[config.mk]
export PLATFORM = sky130hd
export DESIGN_NAME = positional_list_engine
export DESIGN_NICKNAME = d
export VERILOG_FILES = /design/src/hdl/ple_pkg.sv /design/src/hdl/ple_ctrl.sv /design/src/hdl/ple_dpath.sv /design/src/hdl/positional_list_engine.sv
export SDC_FILE = /design/constraint.sdc
export NUM_CORES = 2
export LEC_CHECK = 0
export BUFFER_PORTS_ARGS = -buffer_cell sky130_fd_sc_hd__buf_2
export CORE_UTILIZATION = 35
export CTS_CLUSTER_DIAMETER = 60
export DETAILED_ROUTE_END_ITERATION = 6
export PLACE_DENSITY = 0.61
export SYNTH_ARGS = -nofsm -noshare
export SYNTH_HDL_FRONTEND = slang
export SYNTH_SLANG_ARGS = --single-unit
[constraint.sdc]
create_clock -name clk -period 6.3 [get_ports clk]
set_input_delay 1.26 -clock clk [delete_from_list [all_inputs] [get_ports clk]]
set_output_delay 1.26 -clock clk [all_outputs]
set_load 0.03 [all_outputs]
[src/hdl/ple_pkg.sv]
// Shared types, constants and a helper function for the positional list engine.
`default_nettype none

package ple_pkg;

  localparam int DEPTH = 64;
  localparam int AW    = $clog2(DEPTH);
  localparam int CW    = $clog2(DEPTH + 1);

  typedef enum logic [2:0] {
    ACT_PUSH_BACK  = 3'd0,
    ACT_POP_BACK   = 3'd1,
    ACT_PUSH_FRONT = 3'd2,
    ACT_POP_FRONT  = 3'd3,
    ACT_RD_FRONT   = 3'd4,
    ACT_RD_BACK    = 3'd5,
    ACT_RD_INDEX   = 3'd6,
    ACT_INSERT     = 3'd7
  } action_t;

  typedef enum logic [1:0] {
    STAT_OK      = 2'd0,
    STAT_MISSING = 2'd1,
    STAT_FULL    = 2'd2
  } status_t;

  typedef struct packed {
    action_t            action;
    logic signed [31:0] item_value;
    logic [6:0]         position;
  } in_item_t;

  typedef struct packed {
    logic signed [31:0] read_value;
    status_t            status;
    logic [6:0]         entry_count;
  } out_item_t;

  typedef enum logic [3:0] {
    OP_NONE,
    OP_LOAD,
    OP_PUSH_BACK,
    OP_PUSH_FRONT,
    OP_POP_BACK,
    OP_POP_FRONT,
    OP_RD_FRONT,
    OP_RD_BACK,
    OP_RD_INDEX,
    OP_SH_INIT,
    OP_SH_RD,
    OP_SH_WR,
    OP_INS_WR
  } dp_op_t;

  typedef enum logic [2:0] {
    S_IDLE,
    S_DECODE,
    S_READ,
    S_SH_RD,
    S_SH_WR,
    S_INSERT
  } ctrl_state_t;

  // Command from the controller to the datapath.
  typedef struct packed {
    dp_op_t  op;
    logic    emit;
    status_t status;
    logic    use_rdata;
  } dp_cmd_t;

  // Status from the datapath to the controller.
  typedef struct packed {
    action_t action;
    logic    empty;
    logic    full;
    logic    pos_zero;
    logic    pos_lt_cnt;
    logic    sh_last;
  } dp_stat_t;

  // Maps a logical list index onto a physical slot of the circular store.
  function automatic logic [AW-1:0] phys_addr(input logic [AW-1:0] head,
                                              input logic [CW-1:0] idx);
    logic [AW:0] sum;
    sum = {1'b0, head} + (AW+1)'(idx);
    if (sum >= (AW+1)'(DEPTH)) begin
      sum = sum - (AW+1)'(DEPTH);
    end
    return sum[AW-1:0];
  endfunction

endpackage

`default_nettype wire

[src/hdl/ple_ctrl.sv]
// Controller state machine that sequences each list action through the datapath.
`default_nettype none

module ple_ctrl
  import ple_pkg::*;
(
  input  wire logic     clk,
  input  wire logic     rst_n,
  input  wire logic     start,
  output logic          busy,
  input  wire dp_stat_t stat,
  output dp_cmd_t       cmd
);

  ctrl_state_t state_r, state_nxt;

  always_ff @(posedge clk) begin
    if (!rst_n) begin
      state_r <= S_IDLE;
    end else begin
      state_r <= state_nxt;
    end
  end

  always_comb begin
    state_nxt     = state_r;
    cmd.op        = OP_NONE;
    cmd.emit      = 1'b0;
    cmd.status    = STAT_OK;
    cmd.use_rdata = 1'b0;
    busy          = (state_r != S_IDLE);

    unique case (state_r)
      S_IDLE: begin
        if (start) begin
          cmd.op    = OP_LOAD;
          state_nxt = S_DECODE;
        end
      end

      S_DECODE: begin
        state_nxt = S_IDLE;
        cmd.emit  = 1'b1;
        unique case (stat.action)
          ACT_PUSH_BACK: begin
            if (stat.full) cmd.status = STAT_FULL;
            else           cmd.op     = OP_PUSH_BACK;
          end
          ACT_PUSH_FRONT: begin
            if (stat.full) cmd.status = STAT_FULL;
            else           cmd.op     = OP_PUSH_FRONT;
          end
          ACT_POP_BACK: begin
            if (stat.empty) cmd.status = STAT_MISSING;
            else            cmd.op     = OP_POP_BACK;
          end
          ACT_POP_FRONT: begin
            if (stat.empty) cmd.status = STAT_MISSING;
            else            cmd.op     = OP_POP_FRONT;
          end
          ACT_RD_FRONT, ACT_RD_BACK: begin
            if (stat.empty) begin
              cmd.status = STAT_MISSING;
            end else begin
              cmd.op    = (stat.action == ACT_RD_FRONT) ? OP_RD_FRONT : OP_RD_BACK;
              cmd.emit  = 1'b0;
              state_nxt = S_READ;
            end
          end
          ACT_RD_INDEX: begin
            if (!stat.pos_lt_cnt) begin
              cmd.status = STAT_MISSING;
            end else begin
              cmd.op    = OP_RD_INDEX;
              cmd.emit  = 1'b0;
              state_nxt = S_READ;
            end
          end
          ACT_INSERT: begin
            if (stat.full) begin
              cmd.status = STAT_FULL;
            end else if (stat.empty || stat.pos_zero) begin
              cmd.op = OP_PUSH_FRONT;
            end else if (!stat.pos_lt_cnt) begin
              cmd.op = OP_PUSH_BACK;
            end else begin
              cmd.op    = OP_SH_INIT;
              cmd.emit  = 1'b0;
              state_nxt = S_SH_RD;
            end
          end
          default: begin
            cmd.status = STAT_MISSING;
          end
        endcase
      end

      S_READ: begin
        cmd.emit      = 1'b1;
        cmd.use_rdata = 1'b1;
        state_nxt     = S_IDLE;
      end

      S_SH_RD: begin
        cmd.op    = OP_SH_RD;
        state_nxt = S_SH_WR;
      end

      S_SH_WR: begin
        cmd.op    = OP_SH_WR;
        state_nxt = stat.sh_last ? S_INSERT : S_SH_RD;
      end

      S_INSERT: begin
        cmd.op    = OP_INS_WR;
        cmd.emit  = 1'b1;
        state_nxt = S_IDLE;
      end

      default: begin
        state_nxt = S_IDLE;
      end
    endcase
  end

endmodule

`default_nettype wire

[src/hdl/ple_dpath.sv]
// Datapath: circular entry store, head and count registers, shift index and result register.
`default_nettype none

module ple_dpath
  import ple_pkg::*;
(
  input  wire logic     clk,
  input  wire logic     rst_n,
  input  wire in_item_t in_item,
  input  wire dp_cmd_t  cmd,
  output dp_stat_t      stat,
  output logic          out_strobe,
  output out_item_t     out_item
);

  logic [31:0]   mem [DEPTH];
  logic [31:0]   mem_q_r;

  in_item_t      item_r;
  logic [CW-1:0] count_r, count_nxt;
  logic [AW-1:0] head_r, head_nxt;
  logic [CW-1:0] sh_r, sh_nxt;
  logic          out_strobe_r;
  out_item_t     out_item_r;

  logic          wr_en;
  logic [AW-1:0] wr_addr;
  logic [31:0]   wr_data;
  logic [AW-1:0] rd_addr;
  logic [CW-1:0] pos_c;
  logic [CW-1:0] sh_dec;

  assign pos_c  = CW'(item_r.position);
  assign sh_dec = sh_r - CW'(1);

  assign stat.action     = item_r.action;
  assign stat.empty      = (count_r == '0);
  assign stat.full       = (count_r >= CW'(DEPTH));
  assign stat.pos_zero   = (item_r.position == '0);
  assign stat.pos_lt_cnt = ({{CW{1'b0}}, item_r.position} < {7'd0, count_r});
  assign stat.sh_last    = (sh_dec == pos_c);

  always_comb begin
    count_nxt = count_r;
    head_nxt  = head_r;
    sh_nxt    = sh_r;
    wr_en     = 1'b0;
    wr_addr   = phys_addr(head_r, count_r);
    wr_data   = item_r.item_value;
    rd_addr   = phys_addr(head_r, '0);

    case (cmd.op)
      OP_PUSH_BACK: begin
        wr_en     = 1'b1;
        count_nxt = count_r + CW'(1);
      end
      OP_PUSH_FRONT: begin
        head_nxt  = (head_r == '0) ? AW'(DEPTH - 1) : head_r - AW'(1);
        wr_en     = 1'b1;
        wr_addr   = head_nxt;
        count_nxt = count_r + CW'(1);
      end
      OP_POP_BACK: begin
        count_nxt = count_r - CW'(1);
      end
      OP_POP_FRONT: begin
        head_nxt  = (head_r == AW'(DEPTH - 1)) ? '0 : head_r + AW'(1);
        count_nxt = count_r - CW'(1);
      end
      OP_RD_FRONT: begin
        rd_addr = phys_addr(head_r, '0);
      end
      OP_RD_BACK: begin
        rd_addr = phys_addr(head_r, count_r - CW'(1));
      end
      OP_RD_INDEX: begin
        rd_addr = phys_addr(head_r, pos_c);
      end
      OP_SH_INIT: begin
        sh_nxt = count_r;
      end
      OP_SH_RD: begin
        rd_addr = phys_addr(head_r, sh_dec);
      end
      OP_SH_WR: begin
        wr_en   = 1'b1;
        wr_addr = phys_addr(head_r, sh_r);
        wr_data = mem_q_r;
        sh_nxt  = sh_dec;
      end
      OP_INS_WR: begin
        wr_en     = 1'b1;
        wr_addr   = phys_addr(head_r, pos_c);
        count_nxt = count_r + CW'(1);
      end
      default: begin
      end
    endcase
  end

  always_ff @(posedge clk) begin
    if (wr_en) begin
      mem[wr_addr] <= wr_data;
    end
    mem_q_r <= mem[rd_addr];
  end

  always_ff @(posedge clk) begin
    if (cmd.op == OP_LOAD) begin
      item_r <= in_item;
    end
    sh_r <= sh_nxt;
    if (cmd.emit) begin
      out_item_r.read_value  <= cmd.use_rdata ? mem_q_r : 32'sd0;
      out_item_r.status      <= cmd.status;
      out_item_r.entry_count <= 7'(count_nxt);
    end
  end

  always_ff @(posedge clk) begin
    if (!rst_n) begin
      count_r      <= '0;
      head_r       <= '0;
      out_strobe_r <= 1'b0;
    end else begin
      count_r      <= count_nxt;
      head_r       <= head_nxt;
      out_strobe_r <= cmd.emit;
    end
  end

  assign out_strobe = out_strobe_r;
  assign out_item   = out_item_r;

endmodule

`default_nettype wire

[src/hdl/positional_list_engine.sv]
// Top level of the positional list engine: controller, datapath and checks.
// An accepted start loads the item and enters decode; pushes, pops and refused actions
// emit their result there, reads go through the read state, and an insert in the middle
// of the list runs one read and one write of the entry store per shift before its write.
// One item is in work at a time; busy is low again in the cycle the result is shown.
// Synchronous active-low reset empties the list; store contents stay undefined until written.
`default_nettype none

module positional_list_engine
  import ple_pkg::*;
(
  input  wire logic     clk,
  input  wire logic     rst_n,
  input  wire logic     start,
  output logic          busy,
  input  wire in_item_t in_item,
  output logic          out_strobe,
  output out_item_t     out_item
);

  // The list is held in a circular store addressed from a head pointer, so pushes and
  // pops at either end are single writes or pointer moves. Only an insert strictly
  // inside the list moves entries, one slot per read and write pair, from the back.
  dp_cmd_t  cmd;
  dp_stat_t stat;

  ple_ctrl u_ctrl (
    .clk   (clk),
    .rst_n (rst_n),
    .start (start),
    .busy  (busy),
    .stat  (stat),
    .cmd   (cmd)
  );

  // The result register sits in the datapath, so a result transfer overlaps the
  // acceptance of the next item.
  ple_dpath u_dpath (
    .clk        (clk),
    .rst_n      (rst_n),
    .in_item    (in_item),
    .cmd        (cmd),
    .stat       (stat),
    .out_strobe (out_strobe),
    .out_item   (out_item)
  );

  // A result is only produced for an item that was being worked on.
  a_strobe_after_busy: assert property (@(posedge clk) disable iff (!rst_n)
    out_strobe |-> $past(busy))
    else $error("result transfer without an item in work");

  // An accepted item always occupies the engine for at least the next cycle.
  a_busy_after_accept: assert property (@(posedge clk) disable iff (!rst_n)
    (start && !busy) |=> busy)
    else $error("accepted item did not make the engine busy");

  // The reported count never exceeds the list capacity.
  a_count_bound: assert property (@(posedge clk) disable iff (!rst_n)
    out_strobe |-> (out_item.entry_count <= 7'(DEPTH)))
    else $error("entry count beyond capacity");

  // A refusal for a full list only happens when the list really is full.
  a_full_consistent: assert property (@(posedge clk) disable iff (!rst_n)
    (out_strobe && (out_item.status == STAT_FULL)) |->
      (out_item.entry_count == 7'(DEPTH)))
    else $error("full status with a list that is not full");

endmodule

`default_nettype wire

* Word-level counts from Yosys, hierarchy flattened
Memories as Yosys holds them, arrays and structs flattened. A register that Yosys moved wholly into a read port is not among the register bits. Index checks and enable logic that the tools add are counted.
Storage, ports and cells: register bits 107, RAM bits 2048, bits of input ports 45, output and inout bits 43, logic and storage cells 126, memories 1
Memories:
- u_dpath.mem | words 64, width 32, rd ports 1, clocked after memory_dff 1, write ports 1, line ple_dpath.sv:16 | logic [31:0] mem [DEPTH];
Cells by class: add/subtract/negate cells 16, magnitude comparators 8, equal/unequal tests 26, multiplexer cells 48, reduce and logical (&&, ||, !) cells 16
Operators with widths (number):
- $mux W6 | 8
- $ge A7 B7 Y1 const B | 6
- $sub A6 B1 Y6 const B | 7
- $pmux W6 S3 | 2
- $add A6 B7 Y7 | 5
- $mux W32 | 1
- $pmux W4 S7 | 1
- $pmux W7 S2 | 2
- $eq A4 B4 Y1 const B | 5
- $pmux W4 S5 | 1
- $eq A3 B3 Y1 const B | 6
- $mux W3 | 6
- $mux W5 | 3
- $logic_not A7 Y1 | 2
- $sub A7 B1 Y7 const B | 2
- $eq A3 B2 Y1 const B | 4
- $eq A4 B3 Y1 const B | 3
- $mux W2 | 6
- $pmux W3 S4 | 1
- $pmux W6 S2 | 1
- $mux W1 | 10
- $pmux W3 S3 | 1
- $eq A4 B2 Y1 const B | 2
- $mux W4 | 2
- 20 further kinds | 27

* Longest topological paths before layout
word-level depth 11, mapped depth 22

* Modules after synthesis
From an unflattened synthesis, not the netlist that was laid out.
Second synthesis, totals: cells, all modules 4850, area total of the unflattened synthesis 85379.4 µm²
By module, submodules not included:
- ple_dpath | times used 1, cells each 4786, area each 84934.0 µm², sequential area each 65122.5 µm²
- ple_ctrl | times used 1, cells each 64, area each 445.4 µm², sequential area each 60.1 µm²

* Worst setup path after synthesis
Ideal clock, no wire load.
path type input port to flip-flop, start in start, end mem u_dpath.mem[37][0] (enable), data arrival time 4753 ps, slack 1125 ps, stages 11, path buffers 0, cells stage by stage inv_1 -> a21boi_0 -> a21oi_1 -> a211oi_2 -> nor2_2 -> nor3_1 -> nor3_1 -> a211o_1 -> nor4bb_1 -> nand2_1 -> nor2_1
Between the ends: longest elaborated chain between the ends 7
Ends and longest elaborated chain:
- from (decl) | line positional_list_engine.sv:14 | input wire logic start,
- $mux W1 (*) | line ple_ctrl.sv:35 | if (start) begin
- $pmux W4 S5 (*) | line ple_ctrl.sv:33 | unique case (state_r)
- $eq A4 B2 Y1 or $eq A4 B4 Y1 (tied branches) | line ple_dpath.sv:52 | case (cmd.op)
- $reduce_or A4 Y1 (no source line)
- $mux W1 | line ple_dpath.sv:52
- $mux W1 | line ple_dpath.sv:102 | if (wr_en) begin
- $mux W1 (not written as such) | line ple_dpath.sv:103 | mem[wr_addr] <= wr_data;
- to (decl) | line ple_dpath.sv:16
Mark *: on every way between the ends. The rest lies on a longest branch, timed or not.

* Worst setup path after layout
start reg u_dpath.count_r[2], end reg u_dpath.mem_q_r[17], read port of u_dpath.mem
Between the ends: longest elaborated chain between the ends 8
Ends and longest elaborated chain:
- from (decl) | line ple_dpath.sv:20 | logic [CW-1:0] count_r, count_nxt;
- from (signal assigned) | line ple_dpath.sv:126 | count_r <= count_nxt;
- parallel branches: the longest is 7 deep, another holds $sub A7 B1 Y7
- $pmux W6 S3 (*) | line ple_dpath.sv:52
- to (decl) | line ple_dpath.sv:17 | logic [31:0] mem_q_r;
Mark *: on every way between the ends. A chain may end at the register's enable or synchronous reset.

==> metrics.md <==
| Metric | Value |
|---|---|
| Outcome | complete, no violations |
| H-tree levels | 4 |
| Global-route wire length before repair | 375 mm |
| Cell with the most instances after synthesis | edfxtp_1 |
| Slowest cell on the critical path | a211oi_1 |
| Seq pwr share | between 50% and 60% |
| Post-synthesis sequential area ratio | between 70% and 80% |
| FF+latch count, synth | approximately 2.2k |
| First-iteration detailed-routing DRC count | between 7k and 8k |
| Psw | about 6700 uW |
| Initial Util | a little over a third |
| Initial antenna violation count | 12 |
| Ys async rst share | 0% |
| CP Capture Type | register |
| Port Buffer Count | between 80 and 90 |
| Syn_area_per_cell | about 14 um^2 |
| F_max | ~170 MHz |
| Reg clk slew, reported paths | 0.06 ns |
| Largest net degree at the start of global routing | 108 |
| DP HPWL | around 150 mm |
| Worst hold path class | in2reg |
| Crit-path cells | inv_1 -> ha_1 -> a21o_1 -> a31oi_1 -> o221a_2 -> o31ai_1 -> o211ai_1 -> a21oi_1 -> a221o_2 -> nand2_2 -> buf_4 -> buf_4 -> a211oi_1 -> o22ai_1 |
| Worst Path Arrival | 6.68 ns |
| Die footprint | 253000 um^2 |
| Total CTS buffers | roughly 210 |
| Worst-Skew Late Latency | approximately 0.87 ns |
| Fin Hold WS | 0.561 ns |
| Syn_nets | 6553 |
| GR Overflow Total | 0 |
| Register area | approximately 65000 um^2 |
| Crit-path max FO | 20 |
| Met1 global-route usage | approximately 27% |
| Least-Margin Pin Slew | between 1 and 1.5 ns |
| Routed WL per cell | roughly 26 um |
| Met3 GRT Util | 4.68% |
| Die W | 503 um |
| Relative slew slack | between 7 and 8% |
| Multi-input gate area | 21300 um^2 |
| Vias per cell | ~5.5 |
| Number of synthesized flops with an enable pin | between 2k and 2.5k |
| Post-synth cell types | 76 |
| Clock sinks | ~2.2k |
| Clock share of power | between 40 and 50% |
| Cell area after layout | ~100000 um^2 |
| Vias in the first global route | about 54k |
| Routed Wire Length | 261 mm |
| Final design utilization | 40.7% |
| Synth cell count leaders | edfxtp_1 (2138), nand2_1 (1826), nand3_1 (695) |
| Worst Path Required | between 6 and 7 ns |
| PwrDens | around 300 nW/um^2 |
| Max-Cap Viols | 0 |
| Logic pwr share | under 10% |
| Total track usage | 20.3% |
| Post-Syn Area | 87800 um^2 |
| Power, Total | around 30000 uW |
| Detailed Routing Iterations Pass 1 | 6 |
| Core ar. | 249000 um^2 |
| Routability cong. | ~0.86 |
| Final worst path period share | a little over nine tenths |
| Clock Skew | 0.0351 ns |
| Yosys top cell by area | edfxtp_1 |
| Kind of critical path | reg2reg |
| Setup violators final | 0 |
| Post-synth top flop | edfxtp_1 |
| Worst stage delay on the critical path | approximately 0.77 ns |
| Leakage | 0.0351 uW |
| GRT met2 Usage | approximately 32% |
| Share of layout cells above drive strength 1 | approximately 12% |
| Root Buffer Master | clkbuf_16 |
| Final min period | 6.02 ns |
| Max IR drop VDD | 0.323 mV |
| GR peak layer | met2 |
| Top Ports | 88 |
| RSZ-0062 raised after global routing | no |
| Routed vias | 55.9k |
| Chip height | ~500 um |
| Synth area leaders | edfxtp_1 (73%), nand2_1 (7.8%), nand3_1 (4.0%) |
| Row count | between 150 and 200 |
| CTS tree | yes |
| Critical path launch point type | register |
| Hold buffer count at CTS | 0 |
| Placed cell areas | ~94000 um^2 |
| Final hold violation count | 0 |
| Internal power | ~24000 uW |
| Synth warn | 0 |
| FILL cells | between 20k and 25k |
| Post-route DRC | 0 |
| Sw frac | roughly 22% |
| Most frequent CP cell | buf_4 |
| Total Nets Final | 6745 |
| Cell count after synthesis | 6476 |
| Post-CTS resize count | 0 |
| Slew Limit Fails | 0 |
| Area growth syn-to-layout | 15.4% |
| Post-route ant nets | 0 |
| Yosys top cell area share | roughly three quarters |
| Clk buf depth | 3 |
| Setup TNS | 0 ns |
| Setup Buffers After CTS | 0 |
==> metal layers <==
metal / part of all wire [%] / vias up
met5: 0.015 / -
met4: 3.2 / 6
met3: 10 / 474
met2: 47 / 2824
met1: 40 / 28170
li1: - / 24461
==> power by group through the flow <==
stage | clock, uW | sequential, uW | combinational [uW]
floorplan | 0 | 16400 | 817
global placement | 0 | 16500 | 1470
detailed placement | 0 | 16500 | 1490
CTS | 12600 | 16200 | 1500
global route | 13200 | 16200 | 1610
finish | 12500 | 16200 | 1520
==> area by class of cell <==
| cell class | instances | area share [%] |
|---|---|---|
| timing repair buffer | 391 | 3.75 |
| multi-input combinational | 3857 | 21.0 |
| clock inverter | 116 | 1.10 |
| sequential | 2187 | 64.4 |
| antenna | 5 | 0.0124 |
| inverter | 19 | 0.0704 |
| clock buffer | 280 | 5.61 |
| tap | 3330 | 4.11 |
==> critical path, delay by kind of cell (launching register included) <==
family                     cells  cell delay [ns]
and+or+nand+nor                1             0.56
DFF                            1             0.58
adders and majority gates      1             0.33
AOI/OAI and AO/OA              9             3.50
buffers and inverters          3             0.81
==> worst paths after layout <==
path | from | end | slack, ns | cells past startpoint
setup / recovery | u_dpath.count_r[2] | u_dpath.mem_q_r[17] | 0.28 | 14
hold / removal | in_item[39] | u_dpath.stat[5] | 0.56 | 1
setup reg to reg | u_dpath.count_r[2] | u_dpath.mem_q_r[17] | 0.28 | 14
hold reg to reg | u_dpath.mem_q_r[17] | u_dpath.out_item[26] | 0.62 | 1
==> cell usage in the layout (no fill, tap or decap), types with 19 or more instances in the layout <==
master / instances
edfxtp_1: 2138
nand2_1: 1791
nand3_1: 695
buf_4: 218
clkbuf_16: 214
mux2i_1: 198
a21oi_1: 166
and3_1: 120
a311oi_1: 117
buf_2: 87
buf_12: 86
a31oi_1: 73
nor2_4: 68
clkbuf_1: 58
nor2_1: 53
dfxtp_1: 49
o21ai_0: 46
a32oi_1: 46
and2_1: 44
o221ai_1: 42
clkinv_2: 41
clkinv_1: 40
nand2_2: 35
ha_1: 29
mux4_2: 27
nor3_1: 26
o31ai_1: 26
xnor2_1: 24
a221oi_1: 22
inv_1: 19
==> registers in the layout (all words and copies together) (netlist names) <==
register,count
u_dpath.mem,2048
u_dpath.out_item,41
u_dpath.item_r,32
u_dpath.mem_q_r,32
u_dpath.count_r,7
u_dpath.pos_c,7
u_dpath.sh_r,7
u_dpath.head_r,6
u_ctrl.state_r,3
u_dpath.stat,3
u_dpath.out_strobe,1
==> logic make-up after synthesis <==
logic type                 count (synthesis)  synth area share [%]
AOI/OAI and AO/OA                        663                  5.47
xor gates and xnor gates                  39                 0.389
adders and majority gates                 32                 0.482
buffers and inverters                    432                  2.31
DFF                                     2187                  74.3
muxes                                    227                  2.98
and+or+nand+nor                         2896                  14.1
==> through the flow <==
step	setup slack (ns)	cells
floorplan	1.13	6476
global placement	0.585	9784
detailed placement	0.441	9784
CTS	0.473	10180
global route	0.102	10180
finish	0.279	10185
Power figures use the tool's default switching activity.
